File: config.mk
export PLATFORM = sky130hd
export DESIGN_NAME = avm_ctrl
export DESIGN_NICKNAME = d
export VERILOG_FILES = /design/src/sv/avm_pkg.sv /design/src/sv/avm_ctrl.sv
export VERILOG_INCLUDE_DIRS = /design/src /design/src/sv
export SDC_FILE = /design/constraint.sdc
export NUM_CORES = 1
export LEC_CHECK = 0
export ABC_AREA = 0
export BUFFER_PORTS_ARGS = -buffer_cell sky130_fd_sc_hd__buf_2
export CORE_AREA = 2 2 39 41
export DETAILED_ROUTE_END_ITERATION = 8
export DIE_AREA = 0 0 41 43
export GPL_TIMING_DRIVEN = 0
export SYNTH_ARGS = -nofsm -noshare
export SYNTH_HDL_FRONTEND = slang
export SYNTH_SLANG_ARGS = --single-unit
File: constraint.sdc
create_clock -name i_clk -period 1.13 [get_ports i_clk]
set_input_delay 0.226 -clock i_clk [delete_from_list [all_inputs] [get_ports i_clk]]
set_output_delay 0.226 -clock i_clk [all_outputs]
set_load 0.005 [all_outputs]
File: src/sv/accumulator_vm_execute_unit_top_defines.svh
// Assertion macros shared by the execute unit
`ifndef ACCUMULATOR_VM_EXECUTE_UNIT_TOP_DEFINES_SVH
`define ACCUMULATOR_VM_EXECUTE_UNIT_TOP_DEFINES_SVH
`ifndef ASSERT_OFF
`define AVM_ASSERT(label, clk, rst_n, prop, msg) \
    label: assert property (@(posedge clk) disable iff (!rst_n) prop) else $error(msg);
`define AVM_ASSERT_NR(label, clk, prop, msg) \
    label: assert property (@(posedge clk) prop) else $error(msg);
`else
`define AVM_ASSERT(label, clk, rst_n, prop, msg)
`define AVM_ASSERT_NR(label, clk, prop, msg)
`endif
`endif

File: src/sv/avm_pkg.sv
package avm_pkg;
    localparam int NUM_REGS    = 8;
    localparam int MEM_DEPTH   = 4096;
    localparam int STACK_DEPTH = 256;
    localparam int REG_AW  = $clog2(NUM_REGS);
    localparam int MEM_AW  = $clog2(MEM_DEPTH);
    localparam int STK_AW  = $clog2(STACK_DEPTH);
    localparam int STK_LW  = $clog2(STACK_DEPTH + 1);

    localparam logic [REG_AW-1:0] R_ACC = REG_AW'(0);
    localparam logic [REG_AW-1:0] R_DAT = REG_AW'(1);
    localparam logic [REG_AW-1:0] R_MAR = REG_AW'(2);
    localparam logic [REG_AW-1:0] R_MDR = REG_AW'(3);
    localparam logic [REG_AW-1:0] R_MCH = REG_AW'(4);
    localparam logic [REG_AW-1:0] R_IP  = REG_AW'(5);
    localparam logic [REG_AW-1:0] R_CSP = REG_AW'(6);

    localparam logic [63:0] CH_MEM = 64'd0;
    localparam logic [63:0] CH_INP = 64'd1;
    localparam logic [63:0] CH_OUT = 64'd2;
    localparam logic [63:0] CH_CST = 64'd3;

    localparam logic [2:0] ST_OK    = 3'd0;
    localparam logic [2:0] ST_REG   = 3'd1;
    localparam logic [2:0] ST_ADDR  = 3'd2;
    localparam logic [2:0] ST_CHAN  = 3'd3;
    localparam logic [2:0] ST_OVER  = 3'd4;
    localparam logic [2:0] ST_UNDER = 3'd5;
    localparam logic [2:0] ST_DIV   = 3'd6;
    localparam logic [2:0] ST_IO    = 3'd7;

    localparam logic [4:0] OP_PLACE = 5'd0;
    localparam logic [4:0] OP_MOVE  = 5'd1;
    localparam logic [4:0] OP_STORE = 5'd2;
    localparam logic [4:0] OP_LOAD  = 5'd3;
    localparam logic [4:0] OP_JMP   = 5'd4;
    localparam logic [4:0] OP_JSET  = 5'd5;
    localparam logic [4:0] OP_JCLR  = 5'd6;
    localparam logic [4:0] OP_ADD   = 5'd7;
    localparam logic [4:0] OP_SUB   = 5'd8;
    localparam logic [4:0] OP_NOT   = 5'd9;
    localparam logic [4:0] OP_INC   = 5'd10;
    localparam logic [4:0] OP_DEC   = 5'd11;
    localparam logic [4:0] OP_MUL   = 5'd12;
    localparam logic [4:0] OP_DIV   = 5'd13;
    localparam logic [4:0] OP_AND   = 5'd14;
    localparam logic [4:0] OP_OR    = 5'd15;
    localparam logic [4:0] OP_XOR   = 5'd16;
    localparam logic [4:0] OP_SHL   = 5'd17;
    localparam logic [4:0] OP_SHR   = 5'd18;
    localparam logic [4:0] OP_GT    = 5'd19;
    localparam logic [4:0] OP_LT    = 5'd20;
    localparam logic [4:0] OP_GE    = 5'd21;
    localparam logic [4:0] OP_LE    = 5'd22;
    localparam logic [4:0] OP_EQ    = 5'd23;
    localparam logic [4:0] OP_NE    = 5'd24;
    localparam logic [4:0] OP_CALL  = 5'd25;
    localparam logic [4:0] OP_RET   = 5'd26;

    typedef struct packed {
        logic [4:0]  func;
        logic [63:0] operand_a;
        logic [63:0] operand_b;
    } t_instr;

    typedef struct packed {
        logic [2:0]  status;
        logic [63:0] next_pointer;
        logic [63:0] acc_value;
    } t_result;

    // controller to datapath
    typedef struct packed {
        logic capture;   // take the instruction
        logic decode;    // read operands, start memory read / multiply / divide
        logic mul_step;  // accumulate one partial product
        logic div_step;  // one quotient bit
        logic commit;    // write back
    } t_cmd;

    // datapath to controller
    typedef struct packed {
        logic is_mul;
        logic is_div;
        logic mul_last;
        logic div_last;
    } t_sts;
endpackage

File: src/sv/avm_ctrl.sv
`include "accumulator_vm_execute_unit_top_defines.svh"
module avm_ctrl
    import avm_pkg::*;
(
    input  logic i_clk,
    input  logic i_rst_n,
    input  logic i_in_valid,
    output logic o_in_ready,
    input  logic i_out_ready,
    output logic o_out_valid,
    input  t_sts i_sts,
    output t_cmd o_cmd
);
    localparam logic [2:0] S_IDLE   = 3'd0;
    localparam logic [2:0] S_DECODE = 3'd1;
    localparam logic [2:0] S_MUL    = 3'd2;
    localparam logic [2:0] S_DIV    = 3'd3;
    localparam logic [2:0] S_COMMIT = 3'd4;

    logic [2:0] r_state, n_state;
    logic       r_out_valid, n_out_valid;

    // a new transaction is taken in idle, once the last result has gone or is taken in the same cycle
    assign o_in_ready  = (r_state == S_IDLE) && (!r_out_valid || i_out_ready);
    assign o_out_valid = r_out_valid;

    always_comb begin
        n_state     = r_state;
        n_out_valid = r_out_valid && !i_out_ready;
        o_cmd       = '0;
        case (r_state)
            S_IDLE: begin
                if (i_in_valid && o_in_ready) begin
                    o_cmd.capture = 1'b1;
                    n_state = S_DECODE;
                end
            end
            S_DECODE: begin
                o_cmd.decode = 1'b1;
                if (i_sts.is_mul) begin
                    n_state = S_MUL;
                end else if (i_sts.is_div) begin
                    n_state = S_DIV;
                end else begin
                    n_state = S_COMMIT;
                end
            end
            S_MUL: begin
                o_cmd.mul_step = 1'b1;
                if (i_sts.mul_last) n_state = S_COMMIT;
            end
            S_DIV: begin
                o_cmd.div_step = 1'b1;
                if (i_sts.div_last) n_state = S_COMMIT;
            end
            S_COMMIT: begin
                o_cmd.commit = 1'b1;
                n_out_valid  = 1'b1;
                n_state      = S_IDLE;
            end
            default: n_state = S_IDLE;
        endcase
    end

    always_ff @(posedge i_clk) begin
        if (!i_rst_n) begin
            r_state     <= S_IDLE;
            r_out_valid <= 1'b0;
        end else begin
            r_state     <= n_state;
            r_out_valid <= n_out_valid;
        end
    end

    `AVM_ASSERT(a_commit_from_idle_path, i_clk, i_rst_n, o_cmd.commit |=> (r_state == S_IDLE && r_out_valid), "commit did not raise result")
    `AVM_ASSERT(a_capture_then_decode, i_clk, i_rst_n, o_cmd.capture |=> o_cmd.decode, "decode did not follow capture")
    `AVM_ASSERT(a_no_overwrite, i_clk, i_rst_n, (r_out_valid && !i_out_ready) |-> !o_cmd.capture, "capture with result pending")
endmodule

==> summary.md, run 1 <==
| Metric | Value |
|---|---|
| Run status | complete, but fails checks |
| Violations in the final reports | setup timing |
| Gate count of the mapped netlist | 30 |
| Height of the die | 43 um |
| Antenna fix cells | 0 |
| Final wirelength | 592 um |
| Met1 Use GR | 8.654% |
| Initial standard-cell utilization of the core | 19.89% |
| Number of flip-flops and latches in the synthesized netlist | 4 |
| Global router's overall resource usage | 9.328% |
| PortBufs | 14 |
| Total number of vias | 278 |
| Number of buffers and inverters on the critical path | 1 |
| Root buf cell | clkbuf_4 |
| Final Util | 30.56% |
| Busiest layer in global routing | met2 |
| Kind of end point of the critical path | primary output |
| Antenna violations before repair | 0 |
| Via count of the first global-routing pass | 265 |
| TritonCTS buffer count | 3 |
| Share of final-layout standard cells stronger than drive strength 1 | 72.34% |
| Design Power | 0.5100 mW |
| Clock slew seen by the registers of the worst setup and hold paths | 0.04 ns |
| Avg Synthesized Cell Area | 9.175 um2 |
| Dominant synthesized flop cell | dfxtp_1 |
| Setup slack at placement | -0.07513 ns |
| Peak fanout along the critical path | 4 |
| Total of fill cells in the finished design | 154 |
| Hold-fix buffers, CTS | 0 |
| Std cell rows | 14 |
| Number of distinct standard cells referenced by the synthesized netlist | 18 |
| Remaining routing DRC violations | 0 |
| Fraction of the yosys area taken by sequential cells | 29.09% |
| Fraction of post-synthesis cell area in the top cell type by area | 29.09% |
| Critical path's slowest cell | dfxtp_4 |
| Synth async-reset ratio | 0% |
| Number of pins exceeding their max-slew limit in the final report | 0 |
| DR iter-0 viols | 3 |
| Routed Antenna Nets | 0 |
| Power Dens Cells | 1206 nW/um2 |
| Final Skew | 0.002942 ns |
| Final critical-path required period | 1.279 ns |
| Final hold violation count | 0 |
| Leakage power summed over all cells | 0.1988 nW |
| Yosys warnings | 0 |
| Floorplan die area | 1763 um2 |
| Clk sinks | 4 |
| CTS tree | built |
| Commonest cells in the netlist | 4 x a21oi_1, 4 x dfxtp_1, 3 x nor2_1, 3 x nor3b_1 |
| Worst-case setup margin in the final layout | -0.1489 ns |
| Maximum number of pins on one net before global-route repair | 10 |
| Slew at the pin closest to its max-slew limit | 0.1698 ns |
| Routed wire per std cell | 9.397 um |
| Drt first pass iters | 3 |
| Area after detailed placement | 369.1 um2 |
| CORE AREA | 1384 um2 |
| Met2 routing resource usage after global routing | 15.00% |
| Max transition margin | 88.65% |
| Number of buffers on the longest clock path | 2 |
| Setup Viol. Count Final | 7 |
| Skew-Pair Late Insertion Delay | 0.23 ns |
| Post-route standard cell area excluding fillers | 422.9 um2 |
| Fin crit share | 113.2% |
| Worst ir drop on vdd | 0.5807 mV |
| Synth area leaders | dfxtp_1 29%, buf_6 8.2%, nor3b_1 8.2%, a21oi_1 7.3%, nor4b_2 5.5% |
| Leading area contributor after synthesis | dfxtp_1 |
| Top achievable clock speed | 781.9 MHz |
| Total congestion overflow | 0 |
| Max H-tree Level | 1 |
| Worst stage delay on the critical path | 0.35 ns |
| Chip Width | 41 um |
| First-pass GRT wire length | 1.055 mm |
| Hold Crit Class | primary input to register |
| Final weighted congestion of routability-driven global placement | 0.7144 |
| Unrepaired setup endpoints after global routing | yes |
| Syn Std Cell Area | 275.3 um2 |
| Critical path data arrival time | 1.05 ns |
| Net total in the final layout | 57 |
| Required time of the critical path | 0.90 ns |
| Crit path kind | register to primary output |
| Via density per instance | 4.413 |
| Crit-path leading delay family | simple AND/OR/NAND/NOR gates |
| Flop2flop setup slack | -0.09 ns |
| CP startpoint kind | register |
| Cells along the critical path | nor2_4 > and4b_4 > buf_6 |
| Fraction of met3 tracks used by global routing | 7.853% |
| Number of placed I/O pins | 15 |
| Placed wire-length estimate | 474.8 um |
| Syn nets | 38 |
| Number of enable-type register cells in the synthesized netlist | 0 |
| Layout area overhead | 53.64% |
| Reported max-cap violation count | 0 |
path summary, 6_finish.rpt:
check / from / end / depth (start not counted)
setup / recovery: r_state[1]$_SDFFE_PN0P_ / o_cmd[4] / 3
setup reg to reg: r_state[1]$_SDFFE_PN0P_ / r_state[1]$_SDFFE_PN0P_ / 5
hold reg to reg: r_state[2]$_SDFFE_PN0P_ / r_state[2]$_SDFFE_PN0P_ / 1
hold / removal: i_rst_n / r_state[0]$_SDFFE_PN0P_ / 2
power by group:
part / total (mW) / switching [mW] / internal [mW]
clock: 0.176 / 0.0570 / 0.119
combinational: 0.160 / 0.0660 / 0.0939
sequential: 0.174 / 0.0209 / 0.153
metal layers:
metal | up-vias | routed length (um)
met2 | 7 | 300
met3 | 0 | 47
li1 | 140 | -
met4 | 0 | 0
met1 | 131 | 245
met5 | - | 0
per-stage QoR:
step / hold WS [ns] / setup TNS (ns) / cells
after global routing: 0.2464 / -1.048 / 63
final: 0.2440 / -0.5398 / 63
after global placement: 0.4871 / -0.1304 / 60
after CTS: 0.2476 / -1.067 / 64
after detailed placement: 0.4914 / -0.1546 / 60
after floorplan: 0.3437 / 0 / 30
cells by family after synthesis:
group	share of synthesized area [%]
simple gates	46.36
compound gates	15.00
flops	29.09
buf+inv	9.544
cell usage in the layout, fill, tap and decap left out, drive strengths merged:
cell type,synthesis,routed
buf,2,16
nor2,5,5
dfxtp,4,4
a21oi,4,4
clkbuf,0,3
nor3b,3,3
nand2,2,2
and3b,1,1
nand2b,1,1
and4b,1,1
inv,1,1
nor2b,1,1
o21a,1,1
o22ai,1,1
and4bb,1,1
nor4b,1,1
a21boi,1,1
flip-flops by register name (all words and copies together) (netlist names):
name	cells
o_out_valid	1
r_state	3
layout make-up:
class / instances / area, um2 / share of cell area (%)
clock buffers: 3 / 22.52 / 5.325
well taps: 16 / 20.02 / 4.734
flip-flops and latches: 4 / 91.34 / 21.60
inverters: 1 / 3.754 / 0.8876
repair buffers: 16 / 91.34 / 21.60
multi-input cells: 23 / 193.9 / 45.86
what timing repair did:
| item | 4_1_cts | 5_1_grt |
|---|---|---|
| setup endpoints to repair | 8 | 9 |
| pin swaps | 2 | 3 |
| setup buffers | 2 | 0 |
| cloned | 0 | 0 |
| gates resized for setup | 5 | 7 |
Note: power is estimated with default switching activity, not from simulation.
==> run 2: changes to the inputs <==
--- a/config.mk
+++ b/config.mk
@@ -11,7 +11,6 @@
 export CORE_AREA = 2 2 39 41
 export DETAILED_ROUTE_END_ITERATION = 8
 export DIE_AREA = 0 0 41 43
-export GPL_TIMING_DRIVEN = 0
 export SYNTH_ARGS = -nofsm -noshare
 export SYNTH_HDL_FRONTEND = slang
 export SYNTH_SLANG_ARGS = --single-unit
==> run 2 against run 1 <==
Net effect:
- the flow still finishes with violations (setup timing)
- register-to-register slack is essentially flat
- final cell count up 16%
- count of clock-buffer cells in the layout unchanged
- first-iteration DRC count up 67%
- highest routed layer unchanged
- largest power group is now combinational logic
- via count up 18%
==> summary.md, run 2 (synthesized netlist as in run 1, its figures left out) <==
| Metric | Value |
|---|---|
| Run status | complete, but fails checks |
| Violations in the final reports | setup timing |
| Drt first pass iters | 4 (+1) |
| Commonest non-fill, non-tap cell in the layout | buf_2 |
| Worst ir drop on vdd | 0.4793 mV (-17%) |
| CTS tree | built |
| Cells along the critical path | nor2_4 > and4b_4 > buf_6 |
| Final weighted congestion of routability-driven global placement | 0.7239 (+1.3%) |
| Metal1 wirelength | 283 um (+16%) |
| Final wirelength | 797 um (+35%) |
| Root buf cell | clkbuf_4 |
| Routed wire per std cell | 10.92 um (+16%) |
| Cell Int Power | 0.4265 mW (+16%) |
| Std cell rows | 14 (unchanged) |
| Max H-tree Level | 1 (unchanged) |
| Maximum number of pins on one net before global-route repair | 9 (-1) |
| Metal3 WL | 60 um (+28%) |
| Critical path's slowest cell | dfxtp_4 |
| Antenna violations before repair | 0 (unchanged) |
| Crit path kind | register to primary output |
| Reported max-cap violation count | 0 (unchanged) |
| Top layer in use | met3 |
| Total of fill cells in the finished design | 149 (-3.2%) |
| Worst-case setup margin in the final layout | -0.1701 ns (-0.02115 ns) |
| Final critical-path required period | 1.300 ns (+0.02115 ns) |
| PortBufs | 14 (unchanged) |
| Hold Crit Class | primary input to register |
| Clk sinks | 4 (unchanged) |
| Kind of end point of the critical path | primary output |
| Chip Width | 41 um (unchanged) |
| Share of total power in combinational logic | 41.4% (+10 points) |
| Total number of vias | 329 (+18%) |
| Top achievable clock speed | 769.2 MHz (-1.6%) |
| Via count of the first global-routing pass | 275 (+3.8%) |
| Layout area overhead | 90.91% |
| Setup Viol. Count Final | 8 (+1) |
| Via density per instance | 4.507 (+2.1%) |
| Clock slew seen by the registers of the worst setup and hold paths | 0.04 ns (about the same) |
| Final hold violation count | 0 (unchanged) |
| Initial standard-cell utilization of the core | 19.89% (unchanged) |
| Critical path data arrival time | 1.07 ns (+0.02 ns) |
| Final Skew | 0.002313 ns (-0.0006282 ns) |
| Required time of the critical path | 0.90 ns (about the same) |
| Remaining routing DRC violations | 0 (unchanged) |
| Worst stage delay on the critical path | 0.36 ns (about the same) |
| Antenna fix cells | 0 (unchanged) |
| Number of pins exceeding their max-slew limit in the final report | 0 (unchanged) |
| Net total in the final layout | 67 (+18%) |
| CP startpoint kind | register |
| Power Dens Cells | 1146 nW/um2 (-5.0%) |
| Max reg flops | 3 (unchanged) |
| Skew-Pair Late Insertion Delay | 0.24 ns (about the same) |
| Final Util | 37.97% (+7.4 points) |
| Global router's overall resource usage | 8.735% (-0.59 points) |
| Number of buffers on the longest clock path | 2 (unchanged) |
| Share of total power in the clock network | 30.1% (-4.4 points) |
| Height of the die | 43 um (unchanged) |
| Placed wire-length estimate | 483.4 um (+1.8%) |
| Peak fanout along the critical path | 4 (unchanged) |
| Fin crit share | 115.1% (+1.9 points) |
| Number of buffers and inverters on the critical path | 1 (unchanged) |
| Number of placed I/O pins | 15 (unchanged) |
| Slew at the pin closest to its max-slew limit | 0.1882 ns (+0.01840 ns) |
| Total congestion overflow | 0 (unchanged) |
| CORE AREA | 1384 um2 (unchanged) |
| Hold-fix buffers, CTS | 0 (unchanged) |
| Unrepaired setup endpoints after global routing | yes |
| Share of final-layout standard cells stronger than drive strength 1 | 80.70% (+8.4 points) |
| Routed Antenna Nets | 0 (unchanged) |
| Switching power share of the total | 29.16% (+0.93 points) |
| Total net switching power | 0.1755 mW (+22%) |
| Detailed route wirelength on metal2 | 453 um (+51%) |
| Sequential power share | 28.5% (-5.7 points) |
| First-pass GRT wire length | 986 um (-6.5%) |
| Floorplan die area | 1763 um2 (unchanged) |
| Crit-path leading delay family | simple AND/OR/NAND/NOR gates |
| Most used cells in the layout excluding fill and tap cells | 13 x buf_2, 8 x buf_4, 5 x buf_6 |
| DR iter-0 viols | 5 (+2) |
| Leakage power summed over all cells | 0.2608 nW (+31%) |
| Max transition margin | 87.41% (-1.2 points) |
| TritonCTS buffer count | 3 (unchanged) |
| Biggest register | r_state |
| Setup slack at placement | -0.04574 ns (+0.02940 ns) |
-- run 2: metrics by stage --
stage	power (mW)	TNS (ns)	std cells	hold slack, ns	area [um2]
finish	0.6020	-0.9388	73	0.2443	525.5
global route	0.6474	-1.377	73	0.2354	525.5
CTS	0.5402	-0.9129	68	0.2316	439.2
detailed placement	0.3301	-0.04574	64	0.4817	391.6
global placement	0.3300	-0.04345	64	0.4853	391.6
floorplan	0.2690	0	30	0.3437	279.0
-- run 2: worst reg2reg max path: stages (launching register included) --
cell	delay (ns)
dfxtp_4	0.36
nor2_4	0.13
and4b_4	0.26
buf_6	0.11
nor2_2	0.03
nor4b_2	0.24
-- run 2: power groups by stage --
stage	clock [mW]	combinational (mW)	sequential, mW
5_1_grt	0.205	0.270	0.173
2_1_floorplan	0	0.103	0.166
3_5_place_dp	0	0.157	0.173
6_report	0.181	0.249	0.171
3_3_place_gp	0	0.157	0.173
4_1_cts	0.192	0.176	0.172
-- run 2: worst paths after layout --
check,from,cells after the start,to,slack (ns)
worst max-delay path,r_state[1]$_SDFFE_PN0P_,3,o_cmd[4],-0.17
worst min-delay path,i_rst_n,2,r_state[0]$_SDFFE_PN0P_,0.24
worst max register to register,r_state[1]$_SDFFE_PN0P_,5,r_state[2]$_SDFFE_PN0P_,-0.09
worst min register to register,r_state[2]$_SDFFE_PN0P_,2,r_state[2]$_SDFFE_PN0P_,0.55
-- run 2: metal layers --
| layer | GRT usage [%] | vias up |
|---|---|---|
| met1 | 7.395 | 159 |
| met3 | 7.853 | 0 |
| met4 | 2.000 | 0 |
| met5 | 0 | - |
| met2 | 14.37 | 10 |
| li1 | - | 160 |
-- run 2: layout make-up --
class | instances | area (um2) | share of cell area (%)
multi-input combinational | 23 | 207.7 | 39.52
timing repair buffer | 26 | 181.4 | 34.52
sequential | 4 | 90.09 | 17.14
clock buffer | 3 | 22.52 | 4.286
tap | 16 | 20.02 | 3.810
inverter | 1 | 3.754 | 0.7143
-- run 2: repair_timing --
item,in CTS,in global routing
pin swaps,0,8
buffers inserted,1,5
gates resized for setup,6,12
setup endpoints to repair,8,8
==> run 3: changes to the inputs <==
--- a/config.mk
+++ b/config.mk
@@ -11,6 +11,7 @@
 export CORE_AREA = 2 2 39 41
 export DETAILED_ROUTE_END_ITERATION = 8
 export DIE_AREA = 0 0 41 43
+export MAX_ROUTING_LAYER = met4
 export SYNTH_ARGS = -nofsm -noshare
 export SYNTH_HDL_FRONTEND = slang
 export SYNTH_SLANG_ARGS = --single-unit
==> run 3 against run 2 <==
Net effect:
- the run still ends with setup timing left
- highest routed layer unchanged
- maximum frequency increased by 0.21%
- via count decreased by 1.5%
- sequential cell count unchanged
- clock skew about the same
- first-iteration DRC count decreased by 80%
==> summary.md, run 3 (synthesized netlist as in run 1, its figures left out) <==
| Metric | Value |
|---|---|
| Hold Crit Class | primary input to register |
| First-pass GRT wire length | 986 um (unchanged) |
| Final Instance Count excl. Fillers | 73 (unchanged) |
| Reported max-cap violation count | 0 (unchanged) |
| Via count of the first global-routing pass | 271 (-1.5%) |
| Max H-tree Level | 1 (unchanged) |
| Flop2flop setup slack | -0.08 ns (about the same) |
| Detailed route wirelength on metal2 | 446 um (-1.5%) |
| Sink of the worst hold path | r_state[0]$_SDFFE_PN0P_ |
| Top layer in use | met3 |
| Crit path kind | register to primary output |
| Count of cells along the worst hold path | 2 (unchanged) |
| Design Power | 0.6013 mW (-0.12%) |
| Leakage power summed over all cells | 0.2608 nW (unchanged) |
| Fin crit share | 114.8% (-0.24 points) |
| Total congestion overflow | 0 (unchanged) |
| Number of pins exceeding their max-slew limit in the final report | 0 (unchanged) |
| Layout area overhead | 90.91% (unchanged) |
| Skew-Pair Late Insertion Delay | 0.24 ns (about the same) |
| Net total in the final layout | 67 (unchanged) |
| TritonCTS buffer count | 3 (unchanged) |
| Final hold violation count | 0 (unchanged) |
| Violations in the final reports | setup timing |
| Kind of end point of the critical path | primary output |
| Maximum number of pins on one net before global-route repair | 9 (unchanged) |
| Placed wire-length estimate | 483.4 um (unchanged) |
| Number of placed cells counting well taps | 64 (unchanged) |
| PortBufs | 14 (unchanged) |
| Commonest non-fill, non-tap cell in the layout | buf_2 |
| Share of total power in the clock network | 30.2% (about the same) |
| CP startpoint kind | register |
| Routed wire per std cell | 10.62 um (-2.8%) |
| Share of final-layout standard cells stronger than drive strength 1 | 80.70% (unchanged) |
| Antenna fix cells | 0 (unchanged) |
| Std cell rows | 14 (unchanged) |
| Total number of vias | 324 (-1.5%) |
| Required time of the critical path | 0.90 ns (about the same) |
| Number of placed I/O pins | 15 (unchanged) |
| Antenna violations before repair | 0 (unchanged) |
| Clock slew seen by the registers of the worst setup and hold paths | 0.04 ns (about the same) |
| Metal3 WL | 62 um (+3.3%) |
| Max transition margin | 87.18% (-0.23 points) |
| Initial standard-cell utilization of the core | 19.89% (unchanged) |
| Run status | complete, but fails checks |
| Most used cells in the layout excluding fill and tap cells | 13 x buf_2, 8 x buf_4, 5 x buf_6 |
| Drt first pass iters | 2 (-2) |
| Final wirelength | 775 um (-2.8%) |
| CORE AREA | 1384 um2 (unchanged) |
| Cell Int Power | 0.4265 mW (about the same) |
| Launch point of the worst reg-to-reg path | r_state[1]$_SDFFE_PN0P_ |
| Final weighted congestion of routability-driven global placement | 0.7324 (+1.2%) |
| Total net switching power | 0.1748 mW (-0.42%) |
| Routed Antenna Nets | 0 (unchanged) |
| Clk sinks | 4 (unchanged) |
| Reg-to-reg endpoint | r_state[2]$_SDFFE_PN0P_ |
| Critical path's slowest cell | dfxtp_4 |
| Number of buffers and inverters on the critical path | 1 (unchanged) |
| Root buf cell | clkbuf_4 |
| Final critical-path required period | 1.297 ns (-0.002717 ns) |
| Power Dens Cells | 1144 nW/um2 (-0.12%) |
| Via density per instance | 4.438 (-1.5%) |
| Final Skew | 0.002402 ns (+0.00008863 ns) |
| Peak fanout along the critical path | 4 (unchanged) |
| Share of total power in combinational logic | 41.4% (about the same) |
| Number of buffers on the longest clock path | 2 (unchanged) |
| Critical path data arrival time | 1.07 ns (about the same) |
| CTS tree | built |
| Depth of the most critical reg-to-reg path | 5 (unchanged) |
| Worst stage delay on the critical path | 0.35 ns (about the same) |
| Remaining routing DRC violations | 0 (unchanged) |
| Crit-path leading delay family | simple AND/OR/NAND/NOR gates |
| Global router's overall resource usage | 8.951% (+0.22 points) |
| Metal1 wirelength | 267 um (-5.7%) |
| Unrepaired setup endpoints after global routing | yes |
| Slew at the pin closest to its max-slew limit | 0.1916 ns (+0.003428 ns) |
| Chip Width | 41 um (unchanged) |
| Hold-fix buffers, CTS | 0 (unchanged) |
| Cells along the critical path | nor2_4 > and4b_4 > buf_6 |
| Max reg flops | 3 (unchanged) |
| Height of the die | 43 um (unchanged) |
| Worst ir drop on vdd | 0.4784 mV (-0.21%) |
| Floorplan die area | 1763 um2 (unchanged) |
| Worst-case setup margin in the final layout | -0.1674 ns (+0.002717 ns) |
| Sequential power share | 28.4% (about the same) |
| Biggest register | r_state |
| Setup Viol. Count Final | 8 (unchanged) |
| Top achievable clock speed | 770.8 MHz (+0.21%) |
| Startpoint of the tightest hold check path | i_rst_n |
| Switching power share of the total | 29.07% (-0.087 points) |
| Hold Slack | 0.2413 ns (-0.002971 ns) |
| DR iter-0 viols | 1 (-4) |
-- run 3: cell counts in the layout (fill, tap and decap cells not counted) --
No cell type changed its count.
-- run 3: metrics by stage --
stage	utilization [%]	area, um2	setup TNS [ns]	setup WS (ns)
finish	37.97	525.5	-0.9239	-0.1674
global route	37.97	525.5	-1.377	-0.2517
CTS	31.74	439.2	-0.9129	-0.1487
detailed placement	28.30	391.6	-0.04574	-0.04574
global placement	28.30	391.6	-0.04345	-0.04270
floorplan	-	279.0	0	0.001964
-- run 3: area by class of cell --
type,count,area [um2]
timing repair buffer,26,181.4
multi-input combinational,23,207.7
sequential,4,90.09
fill,149,858.3
inverter,1,3.754
clock buffer,3,22.52
tap,16,20.02
-- run 3: worst max path at each step --
stage / start / endpoint / cells after the start
after CTS: r_state[0]$_SDFFE_PN0P_ / o_in_ready / 5
after global routing: r_state[1]$_SDFFE_PN0P_ / o_in_ready / 5
after global placement: r_state[1]$_SDFFE_PN0P_ / r_state[1]$_SDFFE_PN0P_ / 4
after detailed placement: r_state[1]$_SDFFE_PN0P_ / r_state[1]$_SDFFE_PN0P_ / 4
final: r_state[1]$_SDFFE_PN0P_ / o_cmd[4] / 3
after floorplan: r_state[1]$_SDFFE_PN0P_ / r_state[1]$_SDFFE_PN0P_ / 5
-- run 3: repair_timing --
action | in CTS | in global routing
pin swaps | 0 | 8
endpoints found under the setup margin | 8 | 8
gates cloned | 0 | 0
setup buffers | 1 | 5
resized for setup | 6 | 12
-- run 3: metal layers --
layer	vias to the layer above	GRT usage, %
li1	159	-
met1	156	7.395
met2	9	14.37
met3	0	7.853
met4	0	2.000
met5	-	-
-- run 3: worst register-to-register path, cell delays in order (launching register included) --
cell and delay, ns:
dfxtp_4 0.35, nor2_4 0.13, and4b_4 0.26, buf_6 0.11, nor2_2 0.03, nor4b_2 0.24
-- run 3: power by group through the flow --
stage / registers (mW) / clock network (mW) / logic [mW]
4_1_cts: 0.172 / 0.192 / 0.176
6_report: 0.171 / 0.182 / 0.249
3_3_place_gp: 0.173 / 0 / 0.157
5_1_grt: 0.173 / 0.205 / 0.270
2_1_floorplan: 0.166 / 0 / 0.103
3_5_place_dp: 0.173 / 0 / 0.157
